==> config.mk <==
export PLATFORM = sky130hd
export DESIGN_NAME = vt4x4_matrix_regs
export DESIGN_NICKNAME = d
export VERILOG_FILES = /design/src/design/vt4x4_pkg.sv /design/src/design/vt4x4_matrix_regs.sv
export SDC_FILE = /design/constraint.sdc
export NUM_CORES = 1
export LEC_CHECK = 0
export ABC_AREA = 0
export BUFFER_PORTS_ARGS = -buffer_cell sky130_fd_sc_hd__buf_2
export CORE_ASPECT_RATIO = 1.75
export CORE_MARGIN = 1.5
export CORE_UTILIZATION = 25
export CTS_BUF_LIST = sky130_fd_sc_hd__clkbuf_8
export CTS_CLUSTER_DIAMETER = 100
export CTS_CLUSTER_SIZE = 20
export DETAILED_ROUTE_END_ITERATION = 10
export HOLD_SLACK_MARGIN = 0.02
export PLACE_DENSITY = 0.55
export REMOVE_ABC_BUFFERS = 1
export SETUP_SLACK_MARGIN = 0.1
export SYNTH_ARGS = -nofsm -noshare
export SYNTH_HDL_FRONTEND = slang
export SYNTH_SLANG_ARGS = --single-unit
==> constraint.sdc <==
create_clock -name clk -period 2.65 [get_ports clk]
set_input_delay 0.795 -clock clk [delete_from_list [all_inputs] [get_ports clk]]
set_output_delay 0.795 -clock clk [all_outputs]
set_load 0.01 [all_outputs]
==> src/design/vt4x4_pkg.sv <==
// ----------------------------------------------------------------------------
// vt4x4_pkg
// Shared widths, types and register indexes for the 4x4 vertex transform.
// ----------------------------------------------------------------------------
package vt4x4_pkg;

  localparam int DATA_W    = 32;
  localparam int FRAC_BITS = 16;
  localparam int PROD_W    = 2 * DATA_W - FRAC_BITS;
  localparam int ACC_W     = PROD_W + 2;
  localparam int CFG_W     = 64;
  localparam int IDX_W     = 8;

  localparam logic [IDX_W-1:0] REG_ROW1_FIRST  = IDX_W'(0);
  localparam logic [IDX_W-1:0] REG_ROW1_SECOND = IDX_W'(1);
  localparam logic [IDX_W-1:0] REG_ROW2_FIRST  = IDX_W'(2);
  localparam logic [IDX_W-1:0] REG_ROW2_SECOND = IDX_W'(3);
  localparam logic [IDX_W-1:0] REG_ROW3_FIRST  = IDX_W'(4);
  localparam logic [IDX_W-1:0] REG_ROW3_SECOND = IDX_W'(5);
  localparam logic [IDX_W-1:0] REG_ROW4_FIRST  = IDX_W'(6);
  localparam logic [IDX_W-1:0] REG_ROW4_SECOND = IDX_W'(7);

  localparam logic [CFG_W-1:0] ONE_LOW  = 64'h0000_0000_0001_0000;
  localparam logic [CFG_W-1:0] ONE_HIGH = 64'h0001_0000_0000_0000;

  typedef logic signed [DATA_W-1:0] comp_t;
  typedef logic signed [PROD_W-1:0] prod_t;
  typedef logic signed [ACC_W-1:0]  acc_t;

  typedef comp_t vec_t [4];
  typedef comp_t mat_t [4][4];
  typedef prod_t prod_mat_t [4][4];

endpackage

==> src/design/vt4x4_matrix_regs.sv <==
// ----------------------------------------------------------------------------
// vt4x4_matrix_regs
// Configuration registers holding the 4x4 matrix, two entries per register.
// ----------------------------------------------------------------------------
module vt4x4_matrix_regs import vt4x4_pkg::*; (
  input  logic             clk,
  input  logic             rst,
  input  logic             cfg_valid,
  input  logic [IDX_W-1:0] cfg_index,
  input  logic [CFG_W-1:0] cfg_data,
  output mat_t             mat
);

  logic [CFG_W-1:0] row1_first;
  logic [CFG_W-1:0] row1_second;
  logic [CFG_W-1:0] row2_first;
  logic [CFG_W-1:0] row2_second;
  logic [CFG_W-1:0] row3_first;
  logic [CFG_W-1:0] row3_second;
  logic [CFG_W-1:0] row4_first;
  logic [CFG_W-1:0] row4_second;

  always_ff @(posedge clk) begin
    if (rst) begin
      row1_first  <= ONE_LOW;
      row1_second <= '0;
      row2_first  <= ONE_HIGH;
      row2_second <= '0;
      row3_first  <= '0;
      row3_second <= ONE_LOW;
      row4_first  <= '0;
      row4_second <= ONE_HIGH;
    end else if (cfg_valid) begin
      unique case (cfg_index)
        REG_ROW1_FIRST:  row1_first  <= cfg_data;
        REG_ROW1_SECOND: row1_second <= cfg_data;
        REG_ROW2_FIRST:  row2_first  <= cfg_data;
        REG_ROW2_SECOND: row2_second <= cfg_data;
        REG_ROW3_FIRST:  row3_first  <= cfg_data;
        REG_ROW3_SECOND: row3_second <= cfg_data;
        REG_ROW4_FIRST:  row4_first  <= cfg_data;
        REG_ROW4_SECOND: row4_second <= cfg_data;
        default: ;
      endcase
    end
  end

  always_comb begin
    mat[0][0] = comp_t'(row1_first[DATA_W-1:0]);
    mat[0][1] = comp_t'(row1_first[CFG_W-1:DATA_W]);
    mat[0][2] = comp_t'(row1_second[DATA_W-1:0]);
    mat[0][3] = comp_t'(row1_second[CFG_W-1:DATA_W]);
    mat[1][0] = comp_t'(row2_first[DATA_W-1:0]);
    mat[1][1] = comp_t'(row2_first[CFG_W-1:DATA_W]);
    mat[1][2] = comp_t'(row2_second[DATA_W-1:0]);
    mat[1][3] = comp_t'(row2_second[CFG_W-1:DATA_W]);
    mat[2][0] = comp_t'(row3_first[DATA_W-1:0]);
    mat[2][1] = comp_t'(row3_first[CFG_W-1:DATA_W]);
    mat[2][2] = comp_t'(row3_second[DATA_W-1:0]);
    mat[2][3] = comp_t'(row3_second[CFG_W-1:DATA_W]);
    mat[3][0] = comp_t'(row4_first[DATA_W-1:0]);
    mat[3][1] = comp_t'(row4_first[CFG_W-1:DATA_W]);
    mat[3][2] = comp_t'(row4_second[DATA_W-1:0]);
    mat[3][3] = comp_t'(row4_second[CFG_W-1:DATA_W]);
  end

endmodule

==> impl_metrics.toml <==
[run_status]
status = "completed"

[detailed_routing]
dr.pass1.iters = 5
antenna_left = 0
drt-wirelength-per-cell_um = 19.2
avgViaCountPerCell = 4.27
wirelength_mm = 63.8
drc_errors = 0
via_count = 14200
initialDrtViolationCount = 470

[yosys]
yosys.cell_types.count = 17
yosys.area.top_type = "dfxtp_1"
async_flop_share_pct = 0
netlist.area_leader.share_pct = 51.4
yosys_warnings = 0
syn_area_mm2 = 0.0199
yosys-top-cells-count = "nand2b_1, dfxtp_1, mux2i_1"
synth.most_common_cell = "nand2b_1"
syn_avg_cell_area_um2 = 11.1
synth-edff-count = 0
synthFlopType = "dfxtp_1"
synth_seq_cells = 512
syn-instance-count = 1803
synth.area.top_cells = "dfxtp_1, mux2i_1, nand2b_1"
ys_seq_area_share_pct = 51.4

[global_routing]
grt_pass1_wl_mm = 94.7
grt_pass1_vias = 14900
track_usage_pct = 15.0
grt.overflow.total = 0
antenna_found_initial = 7
grt_max_degree = 79

[cts]
hold_buffers = 0
htreeDepth = 1
cts_tree = "done"
cts_buffer_depth = 3
clk_latency_ns = 0.69
cts-root-buf = "clkbuf_8"
cts_setup_buffers = 0
cts.sinks = 512
post_cts_resized = 0
cts_made_buffers = 29
cts.clk_slew.worst_paths_ns = 0.14

[critical_path]
cp_cell_sequence = "buf_2"
cpMaxStageDelayCell = "dfxtp_1"
critPathTopFamily = "flip-flops"
crit_buf_inv = 1
crit_path_end_kind = "primary output"
critPathMaxFanout = 2
slowest_delay_ns = 0.36
cp_data_arrival_time_ns = 1.28
worstPathRequired_ns = 1.86
startpoint_type = "register"
path_class = "register to primary output"

[power]
swShare_pct = 23.7
ir_drop_mv = 0.414
p_int_mw = 8.94
seq_power_share_pct = 65.8
clkPwrFrac_pct = 29.5
p_comb_share_pct = 4.7
power_leakage_nw = 13.2
p_per_area_mw_per_mm2 = 482
p_sw_mw = 2.77

[place]
place_area_mm2 = 0.0239
dp_cells = 3286
portBuffers = 586
place_congestion = 0.776
dpl.hpwl_mm = 44.3

[timing]
slew_viol_final = 0
fin_skew_ns = 0
fmax_mhz = 482
setup_viol = 0
tightestPinTransition_ns = 0.602
rsz0062_at_grt = "false"
finalCritPeriodShare_pct = 78.3
setup_tns_ns = 0
finalHoldViolCount = 0
whs_ns = 0.385
slew_headroom_pct = 59.9
period_needed_ns = 2.08

[final_layout]
finalNonFillerCells = 3322
drive_gt1_share_pct = 29.2
postLayoutCellArea_mm2 = 0.0243
final_core_util_pct = 30.8
fill_cells = 8193
layout.nets = 2357
syn_to_final_growth_pct = 21.8

[floorplan]
num_io_pins = 587
die_width_um = 216
core_region_area_mm2 = 0.0788
rows = 136
dieArea_mm2 = 0.0815
start_util_pct = 25.3
die_h_um = 377

[worst_hold_path]
hp-class = "primary input to register"

[job]
drv_cap = 0
==> flip-flops by register name (all words and copies together), names as in the netlist <==
signal	cells
row2_second	64
row3_first	64
row1_first	64
row2_first	64
row4_second	64
row4_first	64
row3_second	64
row1_second	64
==> cell families after synthesis <==
kind of cell | after synthesis | share of synthesized area [%]
buf+inv | 185 | 4.16
flops | 512 | 51.4
mux | 512 | 25.7
simple gates | 594 | 18.7
==> cell type report <==
class | count | area, um2 | area share [%]
Sequential cell | 512 | 10200 | 42.2
Multi-Input combinational cell | 1106 | 8860 | 36.5
Timing Repair Buffer | 633 | 3450 | 14.2
Tap cell | 1035 | 1290 | 5.33
Clock buffer | 29 | 399 | 1.64
Clock inverter | 2 | 16.3 | 0.0670
Antenna cell | 5 | 12.5 | 0.0515
==> per-layer routing <==
layer,track usage [%],vias to the layer above,routed length [um]
li1,-,6773,-
met1,16.7,6827,25100
met2,26.6,478,31400
met3,4.18,105,4710
met4,6.50,2,2540
met5,0,-,13
==> final timing paths <==
path / start / endpoint / slack [ns] / cells after the start
setup / recovery: row1_second[53]$_SDFFE_PP0P_ / mat[405] / 0.57 / 1
hold / removal: cfg_data[16] / row1_first[16]$_SDFFE_PP1P_ / 0.38 / 3
setup reg to reg: row3_second[43]$_SDFFE_PP0P_ / row3_second[43]$_SDFFE_PP0P_ / 1.97 / 2
hold reg to reg: row1_first[3]$_SDFFE_PP0P_ / row1_first[3]$_SDFFE_PP0P_ / 0.48 / 2
==> cells in the final DEF, fill, tap and decap left out <==
master,count
nor2_1,7
nand4b_1,4
nor2b_1,3
nand4_1,4
clkinvlp_4,1
buf_4,35
buf_12,12
nor4_4,1
and4_2,1
buf_8,1
and2_1,1
and4b_4,1
mux2i_1,512
dfxtp_1,512
nand2b_1,572
buf_2,585
inv_6,1
clkbuf_8,29
diode_2,5
==> power by group through the flow <==
stage               combinational, mW  clock, mW  sequential [mW]
floorplan                       0.258          0             7.89
global placement                0.545          0             7.88
detailed placement              0.553          0             7.88
global route                    0.590       3.90             7.71
CTS                             0.555       3.70             7.71
finish                          0.546       3.46             7.71
==> stage by stage <==
stage | setup slack [ns] | power [mW]
floorplan | -2.08 | 8.14
global placement | 0.225 | 8.43
detailed placement | 0.240 | 8.43
CTS | 0.456 | 12.0
global route | 0.447 | 12.2
finish | 0.574 | 11.7
Power figures use the tool's default switching activity.
