[config.mk]
export PLATFORM = sky130hd
export DESIGN_NAME = vt4x4_reduce_stage
export DESIGN_NICKNAME = d
export VERILOG_FILES = /design/src/design/vt4x4_pkg.sv /design/src/design/vt4x4_reduce_stage.sv
export SDC_FILE = /design/constraint.sdc
export NUM_CORES = 1
export LEC_CHECK = 0
export BUFFER_PORTS_ARGS = -buffer_cell sky130_fd_sc_hd__buf_2
export CAP_MARGIN = 10
export CORE_AREA = 4 4 348 350
export CTS_CLUSTER_DIAMETER = 120
export CTS_CLUSTER_SIZE = 40
export DETAILED_ROUTE_END_ITERATION = 12
export DIE_AREA = 0 0 352 354
export PLACE_DENSITY = 0.58
export SKIP_LAST_GASP = 1
export SYNTH_ARGS = -nofsm -noshare
export SYNTH_HDL_FRONTEND = slang
export SYNTH_SLANG_ARGS = --single-unit
[constraint.sdc]
create_clock -name clk -period 14.2 [get_ports clk]
set_input_delay 2.84 -clock clk [delete_from_list [all_inputs] [get_ports clk]]
set_output_delay 2.84 -clock clk [all_outputs]
set_load 0.02 [all_outputs]
[src/design/vt4x4_pkg.sv]
// ----------------------------------------------------------------------------
// vt4x4_pkg
// Shared widths, types and register indexes for the 4x4 vertex transform.
// ----------------------------------------------------------------------------
package vt4x4_pkg;

  localparam int DATA_W    = 32;
  localparam int FRAC_BITS = 16;
  localparam int PROD_W    = 2 * DATA_W - FRAC_BITS;
  localparam int ACC_W     = PROD_W + 2;
  localparam int CFG_W     = 64;
  localparam int IDX_W     = 8;

  localparam logic [IDX_W-1:0] REG_ROW1_FIRST  = IDX_W'(0);
  localparam logic [IDX_W-1:0] REG_ROW1_SECOND = IDX_W'(1);
  localparam logic [IDX_W-1:0] REG_ROW2_FIRST  = IDX_W'(2);
  localparam logic [IDX_W-1:0] REG_ROW2_SECOND = IDX_W'(3);
  localparam logic [IDX_W-1:0] REG_ROW3_FIRST  = IDX_W'(4);
  localparam logic [IDX_W-1:0] REG_ROW3_SECOND = IDX_W'(5);
  localparam logic [IDX_W-1:0] REG_ROW4_FIRST  = IDX_W'(6);
  localparam logic [IDX_W-1:0] REG_ROW4_SECOND = IDX_W'(7);

  localparam logic [CFG_W-1:0] ONE_LOW  = 64'h0000_0000_0001_0000;
  localparam logic [CFG_W-1:0] ONE_HIGH = 64'h0001_0000_0000_0000;

  typedef logic signed [DATA_W-1:0] comp_t;
  typedef logic signed [PROD_W-1:0] prod_t;
  typedef logic signed [ACC_W-1:0]  acc_t;

  typedef comp_t vec_t [4];
  typedef comp_t mat_t [4][4];
  typedef prod_t prod_mat_t [4][4];

endpackage

[src/design/vt4x4_reduce_stage.sv]
// ----------------------------------------------------------------------------
// vt4x4_reduce_stage
// Column sums of the products, then saturation into the output register.
// ----------------------------------------------------------------------------
module vt4x4_reduce_stage import vt4x4_pkg::*; (
  input  logic      clk,
  input  logic      rst,
  input  logic      in_valid,
  input  prod_mat_t prod,
  output logic      ready,
  input  logic      out_stall,
  output logic      out_valid,
  output vec_t      out_vec,
  output logic      out_sat
);

  localparam acc_t ACC_MAX = {{(ACC_W-DATA_W+1){1'b0}}, {(DATA_W-1){1'b1}}};
  localparam acc_t ACC_MIN = {{(ACC_W-DATA_W+1){1'b1}}, {(DATA_W-1){1'b0}}};

  logic  sum_valid;
  acc_t  acc [4];
  logic  sum_ready;
  logic  out_ready;
  acc_t  acc_next [4];
  vec_t  clamp;
  logic  sat_next;

  assign out_ready = !out_valid || !out_stall;
  assign sum_ready = !sum_valid || out_ready;
  assign ready     = sum_ready;

  always_comb begin
    for (int c = 0; c < 4; c++) begin
      acc_next[c] = acc_t'(prod[0][c]) + acc_t'(prod[1][c])
                  + acc_t'(prod[2][c]) + acc_t'(prod[3][c]);
    end
  end

  always_comb begin
    sat_next = 1'b0;
    for (int c = 0; c < 4; c++) begin
      if (acc[c] > ACC_MAX) begin
        clamp[c] = comp_t'(ACC_MAX[DATA_W-1:0]);
        sat_next = 1'b1;
      end else if (acc[c] < ACC_MIN) begin
        clamp[c] = comp_t'(ACC_MIN[DATA_W-1:0]);
        sat_next = 1'b1;
      end else begin
        clamp[c] = comp_t'(acc[c][DATA_W-1:0]);
      end
    end
  end

  always_ff @(posedge clk) begin
    if (rst) begin
      sum_valid <= 1'b0;
      out_valid <= 1'b0;
    end else begin
      if (sum_ready) begin
        sum_valid <= in_valid;
      end
      if (out_ready) begin
        out_valid <= sum_valid;
      end
    end
  end

  always_ff @(posedge clk) begin
    if (sum_ready && in_valid) begin
      acc <= acc_next;
    end
    if (out_ready && sum_valid) begin
      out_vec <= clamp;
      out_sat <= sat_next;
    end
  end

endmodule

==> results.md <==
* Number of antenna violations at the first check in global routing at 20
* Reg clk slew, reported paths at 0.14 ns
* # nets final at 5,832
* Area share of xor/xnor cells in the synthesized design at 0.0484
* Portion of the post-synthesis area used by sequential elements at 0.295
* Total power per unit cell area at 144 nW/um^2
* Synthesized-area fraction occupied by adder cells at 0.304
* Count of buffers inserted at the top-level ports at 902
* Yosys reg bits at 331
* Per-cell via count in the routed design at 4.49
* Skew-Pair Late Insertion Delay at 0.58 ns
* Global placement routability congestion at 0.985
* All-layer global routing usage at 0.179
* Data required, critical path at 14.55 ns
* Number of standard cells after synthesis at 3,634
* Startpoint of the worst-slack reg-to-reg timing path: out_valid
* Final standard cell count with taps included and fillers excluded at 6,030
* Footprint of the multi-input gates at 19,300 sq um
* Crit path max-delay cell type: sky130_fd_sc_hd__a2111oi_0
* Number of global-route vias before repair at 28,100
* Transition time at the pin with the least slew margin at 1.07 ns
* Count of antenna-violating nets left after detailed routing at 0
* Number of buffers inserted to repair setup after CTS at 0
* Switching part of the total power at 0.444
* Nets in the synthesized netlist at 4,990
* CTS tree: built
* Worst-path maximum fanout at 4
* Final Core Density at 0.345
* Wire length of the first global-routing pass at 171,000 um
* Total of endpoints with negative setup slack in the final report at 0
* Kind of start point of the critical path: primary input
* Leading cell types in the layout, fill and taps excluded: sky130_fd_sc_hd__inv_1 (1,099), sky130_fd_sc_hd__buf_2 (902), sky130_fd_sc_hd__fa_1 (388)
* Number of flops mapped to enable cells by yosys at 329
* Area of the die at 125,000 sq um
* Worst path buffer plus inverter count at 4
* Worst setup path startpoint: prod[97]
* # placed instances at 5,993
* Fraction of layout instances using a drive strength above 1 at 0.218
* Status: complete, no violations
* Die boundary width at 352 um
* Remaining DRCs at 0
* Worst min-delay path class: reg -> reg
* Placeable core area at 118,000 sq um
* Storage element area at 9920 sq um
* Post-Route WL at 115,000 um
* Share of the synthesized area in compound gates (AO/OA/AOI/OAI) at 0.121
* DRC marker count from the first detailed-route iteration at 1,700
* HPWL reported at the end of detailed placement at 100,000 um
* Origin of the worst min-delay path: acc[169]
* Net load switching power at 0.00260 W
* Largest stage delay on the critical path at 0.80 ns
* Comb power frac at 0.586
* Maximum number of pins on one net before global-route repair at 113
* Commonest non-fill, non-tap cell in the layout: sky130_fd_sc_hd__inv_1
* Die H at 354 um
* Internal Power at 0.00325 W
* Netlist Area Pre-Place at 33,700 sq um
* CTS HTree Levels at 1
* Number of buffers created by CTS at 17
* Total congestion overflow at 0
* Post-CTS Hold Fix Bufs at 0
* Detail-routed net length per standard cell at 19.1 um
* Max Clk Rate at 137 MHz
* Family with the most delay on the worst path: compound AO/OA/AOI/OAI gates
* Maxcap violations at 0
* IR drop worst, VDD at 75.1 uV
* Total of warnings raised by yosys at 0
* Static Leakage at 21.2 nW
* Synthesis-to-layout area growth at 20.5%
* Final worst path period need at 7.32 ns
* Setup TNS at 0 ns
* Worst clock skew on the final layout at 0.0384 ns
* Post-CTS sizing at 0
* Total count of hold-check failures in the final report at 0
* Final-layout fill cell count at 12,300
* First-pass iteration count of the detailed router at 7
* Number of pins exceeding their max-slew limit in the final report at 0
* Number of vias in the routed layout at 27,100
* Dominant combinational cell family by area after synthesis: adder cells
* Simple-gate portion of the synthesized area at 0.0984
* Top-Level Pins at 903
* Clock group share of total power at 0.112
* Rows at 126
* Number of distinct library cells after synthesis at 80
* Critical path endpoint category: flop
* Max transition margin at 0.287
* Start-to-end type of the worst setup path: in -> reg
* Initial Util at 0.286
* Setup repair after global routing missed its margin: false
* Relative contribution of sequential cells to total power at 0.302
* Portion of the clock cycle consumed by the worst path in the final layout at 0.515
* Cell chain of the critical path: buf_2 -> inv_1 -> fa_1 -> fa_1 -> inv_1 -> ha_1 -> inv_1 -> fa_1 -> nand2b_1 -> a21oi_1 -> o31a_1 -> o21ai_0 -> a2111oi_0 -> o21ai_0 -> a31oi_1 -> a41o_1 -> mux2i_1 -> nand3_1
* Avg Cell Area, Syn at 9.26 sq um
* Worst EP arrival at 7.66 ns
* Root Driver: sky130_fd_sc_hd__clkbuf_16
* Worst-case clock buffer depth at 3
* Clock sinks at 331
* Most used DFF post-synth: sky130_fd_sc_hd__edfxtp_1
* Multiplexer share of the synthesized area at 0.000892
* Share of async-settable or async-resettable flops after synthesis at 0
-- layout make-up --
cell class	instances	area share
Antenna cell	8	0.000493
Clock buffer	17	0.0105
Tap cell	1536	0.0474
Multi-Input combinational cell	2113	0.477
Timing Repair Buffer	914	0.114
Clock inverter	12	0.00515
Inverter	1099	0.102
Sequential cell	331	0.244
-- path summary, 6_finish.rpt --
check | end | depth (start not counted) | slack [ns]
worst min-delay path | out_vec[115] | 2 | 0.51
worst max register to register | acc[1] | 5 | 10.40
worst min register to register | out_vec[115] | 2 | 0.51
worst max-delay path | acc[147] | 18 | 6.88
-- routing by layer --
layer,track usage,share of wire,up-vias
li1,-,-,13100
met1,0.226,0.42,13000
met2,0.320,0.50,844
met3,0.0339,0.060,99
met4,0.0365,0.022,8
met5,0,0.00053,-
-- cells in the mapped netlist, types with 40 or more instances --
cell                       count  area, sq um
sky130_fd_sc_hd__a21oi_1     196          981
sky130_fd_sc_hd__xor2_1       61          534
sky130_fd_sc_hd__fa_1        388         7770
sky130_fd_sc_hd__a21o_1      130          976
sky130_fd_sc_hd__edfxtp_1    329         9880
sky130_fd_sc_hd__o21ai_0      87          435
sky130_fd_sc_hd__nand4_1      59          369
sky130_fd_sc_hd__inv_1      1099         4130
sky130_fd_sc_hd__clkbuf_1     83          312
sky130_fd_sc_hd__ha_1        196         2450
sky130_fd_sc_hd__nand2_1     368         1380
sky130_fd_sc_hd__nand3_1      40          200
sky130_fd_sc_hd__nor2_1       97          364
sky130_fd_sc_hd__xnor2_1     125         1090
-- tightest hold or removal path: stages (launching register included) --
cell	delay, ns
sky130_fd_sc_hd__edfxtp_1	0.34
sky130_fd_sc_hd__nand2_1	0.04
sky130_fd_sc_hd__nand2_1	0.05
-- stage by stage --
step	area, sq um	setup WS (ns)	hold slack [ns]	total power (W)
final	40600	6.88	0.508	0.00586
after global routing	40600	6.47	0.541	0.00636
after CTS	40600	6.72	0.514	0.00593
after detailed placement	39900	6.08	0.484	0.00524
after global placement	39900	6.09	0.475	0.00522
after floorplan	33700	1.22	0.452	0.00416
-- flip-flops by register name, summed over array words and instances (netlist names) --
register	flops
sum_valid	1
acc	200
out_valid	1
out_sat	1
out_vec	128
-- power groups by stage --
stage               registers (W)  clock network [W]  logic (W)
finish                    0.00177           0.000658    0.00343
global route              0.00181           0.000714    0.00384
CTS                       0.00177           0.000689    0.00347
detailed placement        0.00179                  0    0.00344
global placement          0.00179                  0    0.00343
floorplan                 0.00184                  0    0.00231
-- logic make-up after synthesis --
kind of cell             count (synthesis)
XOR/XNOR                               186
AND/OR/NAND/NOR                        718
AO/OA/AOI/OAI                          622
flip-flops                             331
adder cells (fa/ha/maj)                584
multiplexers                             3
buffers and inverters                 1190
Note: power is estimated with default switching activity, not from simulation.
